==> config.mk <==
export PLATFORM = sky130hd
export DESIGN_NAME = latency_threshold_statistics
export DESIGN_NICKNAME = d
export VERILOG_FILES = /design/src/rtl/lts_pkg.sv /design/src/rtl/lts_update.sv /design/src/rtl/latency_threshold_statistics.sv
export SDC_FILE = /design/constraint.sdc
export NUM_CORES = 2
export LEC_CHECK = 0
export ABC_AREA = 1
export BUFFER_PORTS_ARGS = -buffer_cell sky130_fd_sc_hd__clkbuf_2
export CAP_MARGIN = 20
export CORE_MARGIN = 1.5
export CORE_UTILIZATION = 43
export DETAILED_ROUTE_END_ITERATION = 6
export PLACE_DENSITY_LB_ADDON = 0.12
export SLEW_MARGIN = 20
export SYNTH_ARGS = -nofsm -noshare
export SYNTH_HDL_FRONTEND = slang
export SYNTH_SLANG_ARGS = --single-unit
export TNS_END_PERCENT = 10
==> constraint.sdc <==
create_clock -name i_clk -period 45.1 [get_ports i_clk]
set_clock_uncertainty 0.05 [all_clocks]
set_input_delay 2.255 -clock i_clk [delete_from_list [all_inputs] [get_ports i_clk]]
set_output_delay 2.255 -clock i_clk [all_outputs]
set_load 0.1 [all_outputs]
==> src/rtl/lts_pkg.sv <==
// shared types, codes and saturating helpers for the latency statistics block
package lts_pkg;

    localparam int CNT_W     = 32;
    localparam int SUM_W     = 48;
    localparam int DELAY_W   = 32;
    localparam int THR_W     = 16;
    localparam int TYPE_W    = 2;
    localparam int CFG_IDX_W = 3;
    localparam int CFG_W     = 64;
    localparam int MAX_SLOTS = 4;
    localparam int IN_W      = 40;
    localparam int OUT_W     = 360;

    localparam logic [CNT_W-1:0] CNT_MAX = '1;
    localparam logic [SUM_W-1:0] SUM_MAX = '1;

    // reset values: 10 ms low and 50 ms high in every lane
    localparam logic [CFG_W-1:0] THR_LOW_RESET  = {4{16'd10}};
    localparam logic [CFG_W-1:0] THR_HIGH_RESET = {4{16'd50}};

    typedef enum logic {
        FUNC_RECORD = 1'b0,
        FUNC_READ   = 1'b1
    } t_func;

    typedef enum logic [1:0] {
        BAND_BELOW = 2'd0,
        BAND_LOW   = 2'd1,
        BAND_HIGH  = 2'd2,
        BAND_NONE  = 2'd3
    } t_band;

    typedef enum logic [CFG_IDX_W-1:0] {
        CFG_ENABLE  = 3'd0,
        CFG_TRIGGER = 3'd1,
        CFG_ACTION  = 3'd2,
        CFG_LOW_THR = 3'd3,
        CFG_HIGH_THR = 3'd4
    } t_cfg_idx;

    typedef struct packed {
        logic [CNT_W-1:0] low_count;
        logic [CNT_W-1:0] high_count;
        logic [SUM_W-1:0] delay_sum;
        logic [CNT_W-1:0] sample_count;
        logic [CNT_W-1:0] fg_low_count;
        logic [CNT_W-1:0] fg_high_count;
        logic [SUM_W-1:0] fg_delay_sum;
        logic [CNT_W-1:0] fg_sample_count;
        logic [CNT_W-1:0] fg_max_delay;
        logic [CNT_W-1:0] last_delay;
    } t_entry;

    // control for one update pass
    typedef struct packed {
        logic record;     // record word on a present, enabled type
        logic fg;         // foreground sample
        logic alert_arm;  // trigger bit, action enable and alert type all match
    } t_upd_ctl;

    function automatic logic [CNT_W-1:0] inc_sat(input logic [CNT_W-1:0] v);
        return (v == CNT_MAX) ? CNT_MAX : v + CNT_W'(1);
    endfunction

    function automatic logic [SUM_W-1:0] add_sat(input logic [SUM_W-1:0] s,
                                                 input logic [DELAY_W-1:0] d);
        logic [SUM_W:0] r;
        r = {1'b0, s} + (SUM_W+1)'(d);
        return r[SUM_W] ? SUM_MAX : r[SUM_W-1:0];
    endfunction

endpackage

==> src/rtl/lts_update.sv <==
// classifies one delay and computes the updated statistics entry
module lts_update (
    input  lts_pkg::t_entry                 i_entry,
    input  lts_pkg::t_upd_ctl               i_ctl,
    input  logic [lts_pkg::DELAY_W-1:0]     i_delay,
    input  logic [lts_pkg::THR_W-1:0]       i_thr_low,
    input  logic [lts_pkg::THR_W-1:0]       i_thr_high,
    output lts_pkg::t_entry                 o_entry,
    output lts_pkg::t_band                  o_band,
    output logic                            o_alert
);

    logic is_high;
    logic is_low;

    assign is_high = i_delay >= lts_pkg::DELAY_W'(i_thr_high);
    assign is_low  = i_delay >= lts_pkg::DELAY_W'(i_thr_low);

    always_comb begin
        o_entry = i_entry;
        o_band  = lts_pkg::BAND_NONE;
        o_alert = 1'b0;
        if (i_ctl.record) begin
            if (i_ctl.fg) begin
                o_entry.fg_delay_sum    = lts_pkg::add_sat(i_entry.fg_delay_sum, i_delay);
                o_entry.fg_sample_count = lts_pkg::inc_sat(i_entry.fg_sample_count);
                if (i_delay > i_entry.fg_max_delay) begin
                    o_entry.fg_max_delay = i_delay;
                end
            end
            // high test first, so crossed thresholds leave the low band empty
            if (is_high) begin
                o_band             = lts_pkg::BAND_HIGH;
                o_entry.high_count = lts_pkg::inc_sat(i_entry.high_count);
                if (i_ctl.fg) begin
                    o_entry.fg_high_count = lts_pkg::inc_sat(i_entry.fg_high_count);
                    o_alert               = i_ctl.alert_arm;
                end
            end else if (is_low) begin
                o_band            = lts_pkg::BAND_LOW;
                o_entry.low_count = lts_pkg::inc_sat(i_entry.low_count);
                if (i_ctl.fg) begin
                    o_entry.fg_low_count = lts_pkg::inc_sat(i_entry.fg_low_count);
                end
            end else begin
                o_band = lts_pkg::BAND_BELOW;
            end
            o_entry.last_delay   = i_delay;
            o_entry.delay_sum    = lts_pkg::add_sat(i_entry.delay_sum, i_delay);
            o_entry.sample_count = lts_pkg::inc_sat(i_entry.sample_count);
        end
    end

endmodule

==> src/rtl/latency_threshold_statistics.sv <==
// top level: per-type latency statistics table with stream ports
//
// usage
//   input words arrive on the i_s_* stream: tuser carries the function
//   (record a delay sample or read a type's statistics), tdata the type,
//   the foreground flag and the delay in ms. every input word produces
//   exactly one output word on o_m_* with the type's statistics after
//   the word was applied, plus the band the delay fell in and the alert.
//   thresholds, masks and the alert enable are set over the i_cfg_* write
//   port, by the user only while no word is in flight (not enforced).
// timing
//   two register stages: an input register and the result register. the
//   table read, classification, saturating update and write-back of one
//   entry happen between them, so a word on the same type right behind
//   sees the update with no forwarding needed. o_m_tvalid rises as a word
//   moves from the input register into the result register; with i_m_tready
//   high, one word per cycle is sustained by the single table update.
// reset and stalls
//   a synchronous active-low reset clears all statistics, restores the
//   register defaults and empties both stages. when the receiver holds
//   i_m_tready low the result holds; an empty input register still takes
//   one more word, then o_s_tready drops until the result is taken.
module latency_threshold_statistics #(
    parameter int NUM_TYPES  = 4,
    parameter int ALERT_TYPE = 2
) (
    input  logic                             i_clk,
    input  logic                             i_rst_n,
    // input stream
    input  logic                             i_s_tvalid,
    output logic                             o_s_tready,
    input  logic [lts_pkg::IN_W-1:0]         i_s_tdata,   // stat_type, foreground, delay_ms
    input  logic                             i_s_tuser,   // func
    // output stream
    output logic                             o_m_tvalid,
    input  logic                             i_m_tready,
    // low_count, high_count, total_delay_ms, total_count, fg_low_count,
    // fg_high_count, fg_total_delay_ms, fg_total_count, fg_max_delay_ms,
    // last_delay_ms, band, alert
    output logic [lts_pkg::OUT_W-1:0]        o_m_tdata,
    // register write port
    input  logic                             i_cfg_wen,
    input  logic [lts_pkg::CFG_IDX_W-1:0]    i_cfg_idx,
    input  logic [lts_pkg::CFG_W-1:0]        i_cfg_data
);

    // only the first four types are addressable by a 2-bit type field
    localparam int SLOTS  = (NUM_TYPES < lts_pkg::MAX_SLOTS) ? NUM_TYPES : lts_pkg::MAX_SLOTS;
    localparam int SLOT_W = (SLOTS > 1) ? $clog2(SLOTS) : 1;

    // configuration registers
    logic [lts_pkg::MAX_SLOTS-1:0]   r_cfg_enable;
    logic [lts_pkg::MAX_SLOTS-1:0]   r_cfg_trigger;
    logic                            r_cfg_action;
    logic [lts_pkg::CFG_W-1:0]       r_cfg_low;
    logic [lts_pkg::CFG_W-1:0]       r_cfg_high;

    // input stage
    logic                            r_s1_valid;
    lts_pkg::t_func                  r_s1_func;
    logic [lts_pkg::TYPE_W-1:0]      r_s1_type;
    logic                            r_s1_fg;
    logic [lts_pkg::DELAY_W-1:0]     r_s1_delay;

    // result stage
    logic                            r_out_valid;
    logic [lts_pkg::OUT_W-1:0]       r_out_data;

    // statistics table, one entry per present type
    lts_pkg::t_entry                 r_table [SLOTS];

    logic                            out_free;
    logic                            s1_move;
    logic                            s_accept;
    logic                            present;
    logic [SLOT_W-1:0]               rd_idx;
    lts_pkg::t_entry                 rd_entry;
    lts_pkg::t_upd_ctl               upd_ctl;
    lts_pkg::t_entry                 upd_entry;
    lts_pkg::t_band                  upd_band;
    logic                            upd_alert;
    logic [lts_pkg::THR_W-1:0]       thr_low;
    logic [lts_pkg::THR_W-1:0]       thr_high;

    // handshake: result register frees when taken, input stage moves into it
    assign out_free   = !r_out_valid || i_m_tready;
    assign s1_move    = r_s1_valid && out_free;
    assign o_s_tready = !r_s1_valid || out_free;
    assign s_accept   = i_s_tvalid && o_s_tready;
    assign o_m_tvalid = r_out_valid;
    assign o_m_tdata  = r_out_data;

    // entry lookup; an absent type reads as all zero
    assign present  = 32'(r_s1_type) < NUM_TYPES;
    assign rd_idx   = present ? r_s1_type[SLOT_W-1:0] : '0;
    assign rd_entry = present ? r_table[rd_idx] : '0;

    assign thr_low  = r_cfg_low[{r_s1_type, 4'b0000} +: lts_pkg::THR_W];
    assign thr_high = r_cfg_high[{r_s1_type, 4'b0000} +: lts_pkg::THR_W];

    assign upd_ctl.record    = (r_s1_func == lts_pkg::FUNC_RECORD) && present
                               && r_cfg_enable[r_s1_type];
    assign upd_ctl.fg        = r_s1_fg;
    assign upd_ctl.alert_arm = r_cfg_trigger[r_s1_type] && r_cfg_action
                               && (32'(r_s1_type) == ALERT_TYPE);

    lts_update u_update (
        .i_entry    (rd_entry),
        .i_ctl      (upd_ctl),
        .i_delay    (r_s1_delay),
        .i_thr_low  (thr_low),
        .i_thr_high (thr_high),
        .o_entry    (upd_entry),
        .o_band     (upd_band),
        .o_alert    (upd_alert)
    );

    // register writes
    always_ff @(posedge i_clk) begin
        if (!i_rst_n) begin
            r_cfg_enable  <= '1;
            r_cfg_trigger <= '0;
            r_cfg_action  <= 1'b0;
            r_cfg_low     <= lts_pkg::THR_LOW_RESET;
            r_cfg_high    <= lts_pkg::THR_HIGH_RESET;
        end else if (i_cfg_wen) begin
            unique case (i_cfg_idx)
                lts_pkg::CFG_ENABLE:   r_cfg_enable  <= i_cfg_data[lts_pkg::MAX_SLOTS-1:0];
                lts_pkg::CFG_TRIGGER:  r_cfg_trigger <= i_cfg_data[lts_pkg::MAX_SLOTS-1:0];
                lts_pkg::CFG_ACTION:   r_cfg_action  <= i_cfg_data[0];
                lts_pkg::CFG_LOW_THR:  r_cfg_low     <= i_cfg_data;
                lts_pkg::CFG_HIGH_THR: r_cfg_high    <= i_cfg_data;
                default: ;  // unused indexes are dropped
            endcase
        end
    end

    // input stage
    always_ff @(posedge i_clk) begin
        if (!i_rst_n) begin
            r_s1_valid <= 1'b0;
        end else if (s_accept) begin
            r_s1_valid <= 1'b1;
        end else if (s1_move) begin
            r_s1_valid <= 1'b0;
        end
    end

    always_ff @(posedge i_clk) begin
        if (s_accept) begin
            r_s1_func  <= lts_pkg::t_func'(i_s_tuser);
            r_s1_type  <= i_s_tdata[1:0];
            r_s1_fg    <= i_s_tdata[2];
            r_s1_delay <= i_s_tdata[34:3];
        end
    end

    // result stage
    always_ff @(posedge i_clk) begin
        if (!i_rst_n) begin
            r_out_valid <= 1'b0;
        end else if (s1_move) begin
            r_out_valid <= 1'b1;
        end else if (i_m_tready) begin
            r_out_valid <= 1'b0;
        end
    end

    always_ff @(posedge i_clk) begin
        if (s1_move) begin
            r_out_data <= {5'b0, upd_alert, upd_band,
                           upd_entry.last_delay, upd_entry.fg_max_delay,
                           upd_entry.fg_sample_count, upd_entry.fg_delay_sum,
                           upd_entry.fg_high_count, upd_entry.fg_low_count,
                           upd_entry.sample_count, upd_entry.delay_sum,
                           upd_entry.high_count, upd_entry.low_count};
        end
    end

    // table write-back, same edge as the result is captured
    always_ff @(posedge i_clk) begin
        if (!i_rst_n) begin
            for (int i = 0; i < SLOTS; i++) begin
                r_table[i] <= '0;
            end
        end else if (s1_move && upd_ctl.record) begin
            r_table[rd_idx] <= upd_entry;
        end
    end

endmodule

Yosys cells after proc, flatten, opt, wreduce, memory -nomap -nowiden --
Memories as Yosys holds them, arrays and structs flattened. A register that Yosys moved wholly into a read port is not among the register bits. Index checks and enable logic that the tools add are counted.
Storage, ports and cells: bits in registers 530, memory bits (writable) 1408, input port bits 113, output and inout bits 362, word-level logic and storage cells 101, memories kept 1
Memories:
- r_table | depth 4, width 352, read ports 1, clocked after memory_dff 1, wr ports 4, line latency_threshold_statistics.sv:70 | lts_pkg::t_entry r_table [SLOTS];
Operators by class: add/sub/neg operators 8, $lt $le $gt $ge 4, eq/ne operators 11, shift operators 2, mux-type cells 37, bitwise gates (word level) 2, reductions and logical operators 21
Operator list (number):
- 352-bit 2-to-1 mux | 2
- 32-bit 2-to-1 mux | 15
- 352-bit OR reduction | 1
- 32-bit by 1-bit adder with 32-bit output, second input constant | 6
- 32-bit equality test, second input constant | 6
- 64-bit by 7-bit indexed part select with 16-bit output | 2
- 112-bit 2-to-1 mux | 1
- 48-bit by 32-bit adder with 49-bit output | 2
- 48-bit 2-to-1 mux | 2
- 32-bit by 16-bit greater-or-equal comparator with 1-bit output | 2
- 32-bit > comparator | 1
- 1-bit 2-to-1 mux | 13
- 2-bit AND reduction | 5
- 3-bit by 2-bit equality test with 1-bit output, second input constant | 2
- 1-bit logical AND | 6
- 1-bit binary-select mux with 2-bit select | 2
- 2-bit 2-to-1 mux | 2
- 2-bit nonzero test | 2
- 3-bit by 1-bit equality test with 1-bit output, second input constant | 1
- 3-bit equality test, second input constant | 1
- 3-bit zero test | 1
- 2-bit by 3-bit < comparator with 1-bit output, second input constant | 1
- 3-bit AND reduction | 1
- 2-bit equality test, second input constant | 1
- 4 further kinds | 7

Logic depth before layout (Yosys ltp) --
depth after elaboration 9, gate-level depth with buffers 27, depth with buffers taken out 22

Hierarchy --
Synthesis repeated with hierarchy kept, for this count alone.
Second synthesis, totals: cells, all modules 9951, area total of the unflattened synthesis 94842.2 um^2
By module, submodules not included:
- latency_threshold_statistics | times used 1, cells each 6536, area an instance 78218.8 um^2, sequential area each 56784.5 um^2
- lts_update | times used 1, cells each 3415, area an instance 16623.4 um^2, sequential area each 0.0 um^2

Worst setup path before layout --
No wires, ideal clock.
path kind input port to flip-flop, start input i_m_tready, end memory r_table[3][0] in the netlist's numbering, enable pin, setup time 1.550 ns, data arrival time 44.885 ns, data required time 43.500 ns, path slack -1.385 ns, stages on the path 4, buffers on the path 0, cell sequence inv_1 > a21oi_1 > nand2_1 > o21ai_0
RTL lines:
- start: declaration | line latency_threshold_statistics.sv:36 | input logic i_m_tready,
- end: declaration | line latency_threshold_statistics.sv:70

==> flow_summary_export.csv <==
group,metric,value,unit
synthesis,synth_xor_area_share,0.8187,%
placed_design,post_dp_cell_area,100700,um2
synthesis,synth_cell_types,61,
timing,relSlewSlack,23.15,%
critical_path,crit_required,45530,ps
layout,fin_util,48.38,%
timing,fin_ws,37070,ps
timing,setup-tns-final,0,ps
routing,first_iter_violations,7091,
floorplanning,die_h,476.2,um
synthesis,avgSynthCellArea,9.104,um2
global_route,overflow,0,
cts,clk_latency,880,ps
timing,rsz0062_at_grt,"false",
layout,multiInputGateArea,32110,um2
synthesis,async_flop_share,0,%
critical_path,critical_path_class,"flop to flop",
layout,nets,11090,
cts,htree_num_levels,4,
cts,hold_buffers,0,
floorplanning,placementRows,173,
synthesis,synthFlopType,"edfxtp_1",
flow_run,drv_cap,0,
floorplanning,initial_core_util,43.31,%
min_path,hp-class,"flop to flop",
timing,maxSlewViolCount,0,
synthesis,synthCells,10580,
routing,drc,2,
layout,syn2layout_area_growth,11.71,%
synthesis,synth_fa_ha_area_share,1.783,%
synthesis,ys_warn_count,0,
synthesis,synth-compound-area-share,7.376,%
synthesis,synth_top_family_by_area,"simple AND/OR/NAND/NOR gates",
critical_path,crit_fanout,85,
floorplanning,core,222300,um2
placed_design,port_buffers,464,
routing,drt-total-wl,297.3,mm
synthesis,synth.area.mux_share,0.03119,%
pwr,power_density,42.81,nW/um2
pwr,ir_drop,0.04092,mV
pwr,power.leakage,46.08,nW
floorplanning,die_w,476.2,um
cts,clockBufferDepth,3,
timing,layout_min_cycle_time,8028,ps
cts,post_cts_buffers,0,
cts,clockRootBuffer,"clkbuf_16",
critical_path,start_kind,"flop",
timing,setup_viol,0,
routing,drtAntennaViolNets,0,
synthesis,netlist_area,96290,um2
timing,tightest_slew,1153,ps
cts,cts_inserted_buffers,209,
critical_path,worst_setup_path_end_kind,"flop",
critical_path,r2r_setup_slack,37070,ps
synthesis,synth_seq_cells,1937,
synthesis,synth_simple_gate_area_share,23.23,%
critical_path,cp.arrival,8460,ps
floorplanning,dieArea,226800,um2
cts,clk_pin_slew,60,ps
global_route,grt_antenna_before_repair,12,
cts,cts_tree,"built",
timing,hold_violations,0,
global_route,grt_util_all_layers,25.54,%
global_route,grt_pass1_wl,442.9,mm
cts,clock_sinks,1937,
synthesis,synth_edf_count,1799,
placed_design,place_congestion,0.9209,
layout,regArea,56790,um2
outcome,violations,"design-rule violations",
routing,wl_per_cell,21.25,um
outcome,status,"finished with violations",
layout,layout-drive-gt1-share,10.49,%
floorplanning,io_pins,475,
layout,final_area,107600,um2
layout,n_fill_cell,21110,
placed_design,dp.final_hpwl,181.0,mm
cts,post_cts_resized,0,
routing,vias_per_cell,5.320,
global_route,grt_max_degree,170,
timing,period_share,17.80,%
synthesis,synth-seq-area-share,58.97,%
routing,num_vias,74420,
global_route,grt_pass1_vias,71180,
placed_design,place_ws,36110,ps
routing,drtPass1Iterations,7,
timing,fmaxAchievable,124.6,MHz
==> report_power, final <==
group	total [W]	internal, W	switching (W)
Combinational	0.000779	0.000163	0.000616
Clock	0.00173	0.000987	0.000742
Sequential	0.00210	0.00206	0.0000377
Total	0.00460	0.00321	0.00140
==> Yosys cell counts, types with 3 or more instances <==
| library cell | n | share of area (%) |
|---|---|---|
| buf_4 | 63 | 0.49 |
| dfxtp_1 | 138 | 2.9 |
| o21bai_1 | 24 | 0.19 |
| a21o_1 | 10 | 0.078 |
| buf_1 | 40 | 0.16 |
| nor2_2 | 53 | 0.34 |
| a32o_1 | 32 | 0.33 |
| xnor2_1 | 33 | 0.30 |
| o22ai_1 | 112 | 0.73 |
| nor2_4 | 8 | 0.094 |
| a32oi_1 | 22 | 0.20 |
| nand3b_1 | 11 | 0.086 |
| xor2_1 | 57 | 0.52 |
| o21a_1 | 9 | 0.070 |
| or2_2 | 32 | 0.21 |
| a21oi_1 | 444 | 2.3 |
| edfxtp_1 | 1799 | 56 |
| o211ai_1 | 37 | 0.29 |
| ha_1 | 134 | 1.7 |
| nor2_1 | 1647 | 6.4 |
| nand2_4 | 13 | 0.15 |
| o21ai_0 | 516 | 2.7 |
| o21ai_1 | 42 | 0.22 |
| mux2i_1 | 3 | 0.031 |
| buf_6 | 58 | 0.68 |
| nand2_2 | 19 | 0.12 |
| nand2_1 | 2631 | 10 |
| nor4_1 | 10 | 0.065 |
| a211oi_1 | 18 | 0.14 |
| a31oi_1 | 4 | 0.026 |
| nand4_1 | 103 | 0.67 |
| clkbuf_1 | 278 | 1.1 |
| a21boi_0 | 6 | 0.047 |
| clkinv_1 | 3 | 0.012 |
| nor3_2 | 11 | 0.11 |
| inv_2 | 48 | 0.19 |
| buf_2 | 88 | 0.46 |
| inv_1 | 1197 | 4.7 |
| nand3_2 | 74 | 0.77 |
| nor3_1 | 59 | 0.31 |
| and2_1 | 17 | 0.11 |
| nand3_1 | 649 | 3.4 |
==> layout make-up <==
type	instances	area share, %
Sequential cell	1937	52.80
Multi-Input combinational cell	6864	29.86
Clock buffer	259	5.101
Inverter	1250	4.434
Tap cell	2975	3.461
Timing Repair Buffer	574	3.049
Clock inverter	125	1.284
Antenna cell	6	0.01396
==> worst paths after layout <==
check	from	endpoint	depth (start not counted)
hold reg to reg	r_cfg_low[6]	r_cfg_low[6]	2
setup / recovery	r_s1_type[1]	r_table[0][234]	16
setup reg to reg	r_s1_type[1]	r_table[0][234]	16
hold / removal	r_cfg_low[6]	r_cfg_low[6]	2
==> sequential cells by signal (all words and copies together) (netlist names), named ones only <==
name	cells
r_cfg_action	1
r_cfg_enable	4
r_cfg_trigger	1
r_s1_fg	1
r_s1_func	1
r_s1_valid	1
r_table	1408
o_m_tdata	355
r_s1_delay	32
r_cfg_high	64
r_cfg_low	64
o_m_tvalid	1
r_s1_type	2
==> cell usage in the layout (no fill, tap or decap), types with 18 or more instances in the layout <==
master	n
inv_2	45
nor3_1	57
or2_2	32
nand2_1	2627
nor2_1	1644
nand2_2	19
ha_1	134
o22ai_1	112
xor2_1	57
a32o_1	32
edfxtp_1	1799
dfxtp_1	136
o21ai_1	42
inv_1	1194
nand4_1	103
o21ai_0	515
a211oi_1	18
buf_4	100
clkbuf_1	43
clkbuf_16	211
a32oi_1	22
o21bai_1	24
xnor2_1	33
nor2_2	51
clkinv_2	34
clkinv_1	49
clkbuf_2	465
nand3_1	649
nand3_2	74
bufinv_16	21
a21oi_1	443
o211ai_1	37
==> worst max-delay path, cell delays in order (launching register included) <==
cell      delay (ps)
edfxtp_1         390
clkinv_1         450
nand3_1          150
nand2_1          120
nand2_4          420
inv_4            630
nand2_1          260
nor2_4           680
inv_8            370
nor2_1           210
inv_2             80
nor2_4            70
buf_4            630
inv_8            430
nand2_4          760
buf_4            850
buf_4            820
==> layer usage <==
layer	vias to the layer above	wire [um]	GRT usage (%)
li1	35430	-	-
met1	36160	131100	35.56
met2	2474	137900	41.38
met3	361	20010	3.698
met4	4	8279	7.471
met5	-	27	0
==> cells by family after synthesis <==
family / after synthesis
AO/OA/AOI/OAI: 1283
XOR/XNOR: 90
adder cells (fa/ha/maj): 136
buffers and inverters: 1779
flip-flops: 1937
multiplexers: 3
other: 1
AND/OR/NAND/NOR: 5347
==> through the flow <==
stage | std cells | power (W) | hold slack (ps)
after floorplan | 10580 | 0.002727 | 374.4
after global placement | 13600 | 0.002904 | 384.5
after detailed placement | 13600 | 0.002911 | 389.0
after CTS | 13980 | 0.004636 | 398.2
after global routing | 13990 | 0.004772 | 419.7
final | 13990 | 0.004605 | 400.0
(Power assumes the default switching activity.)
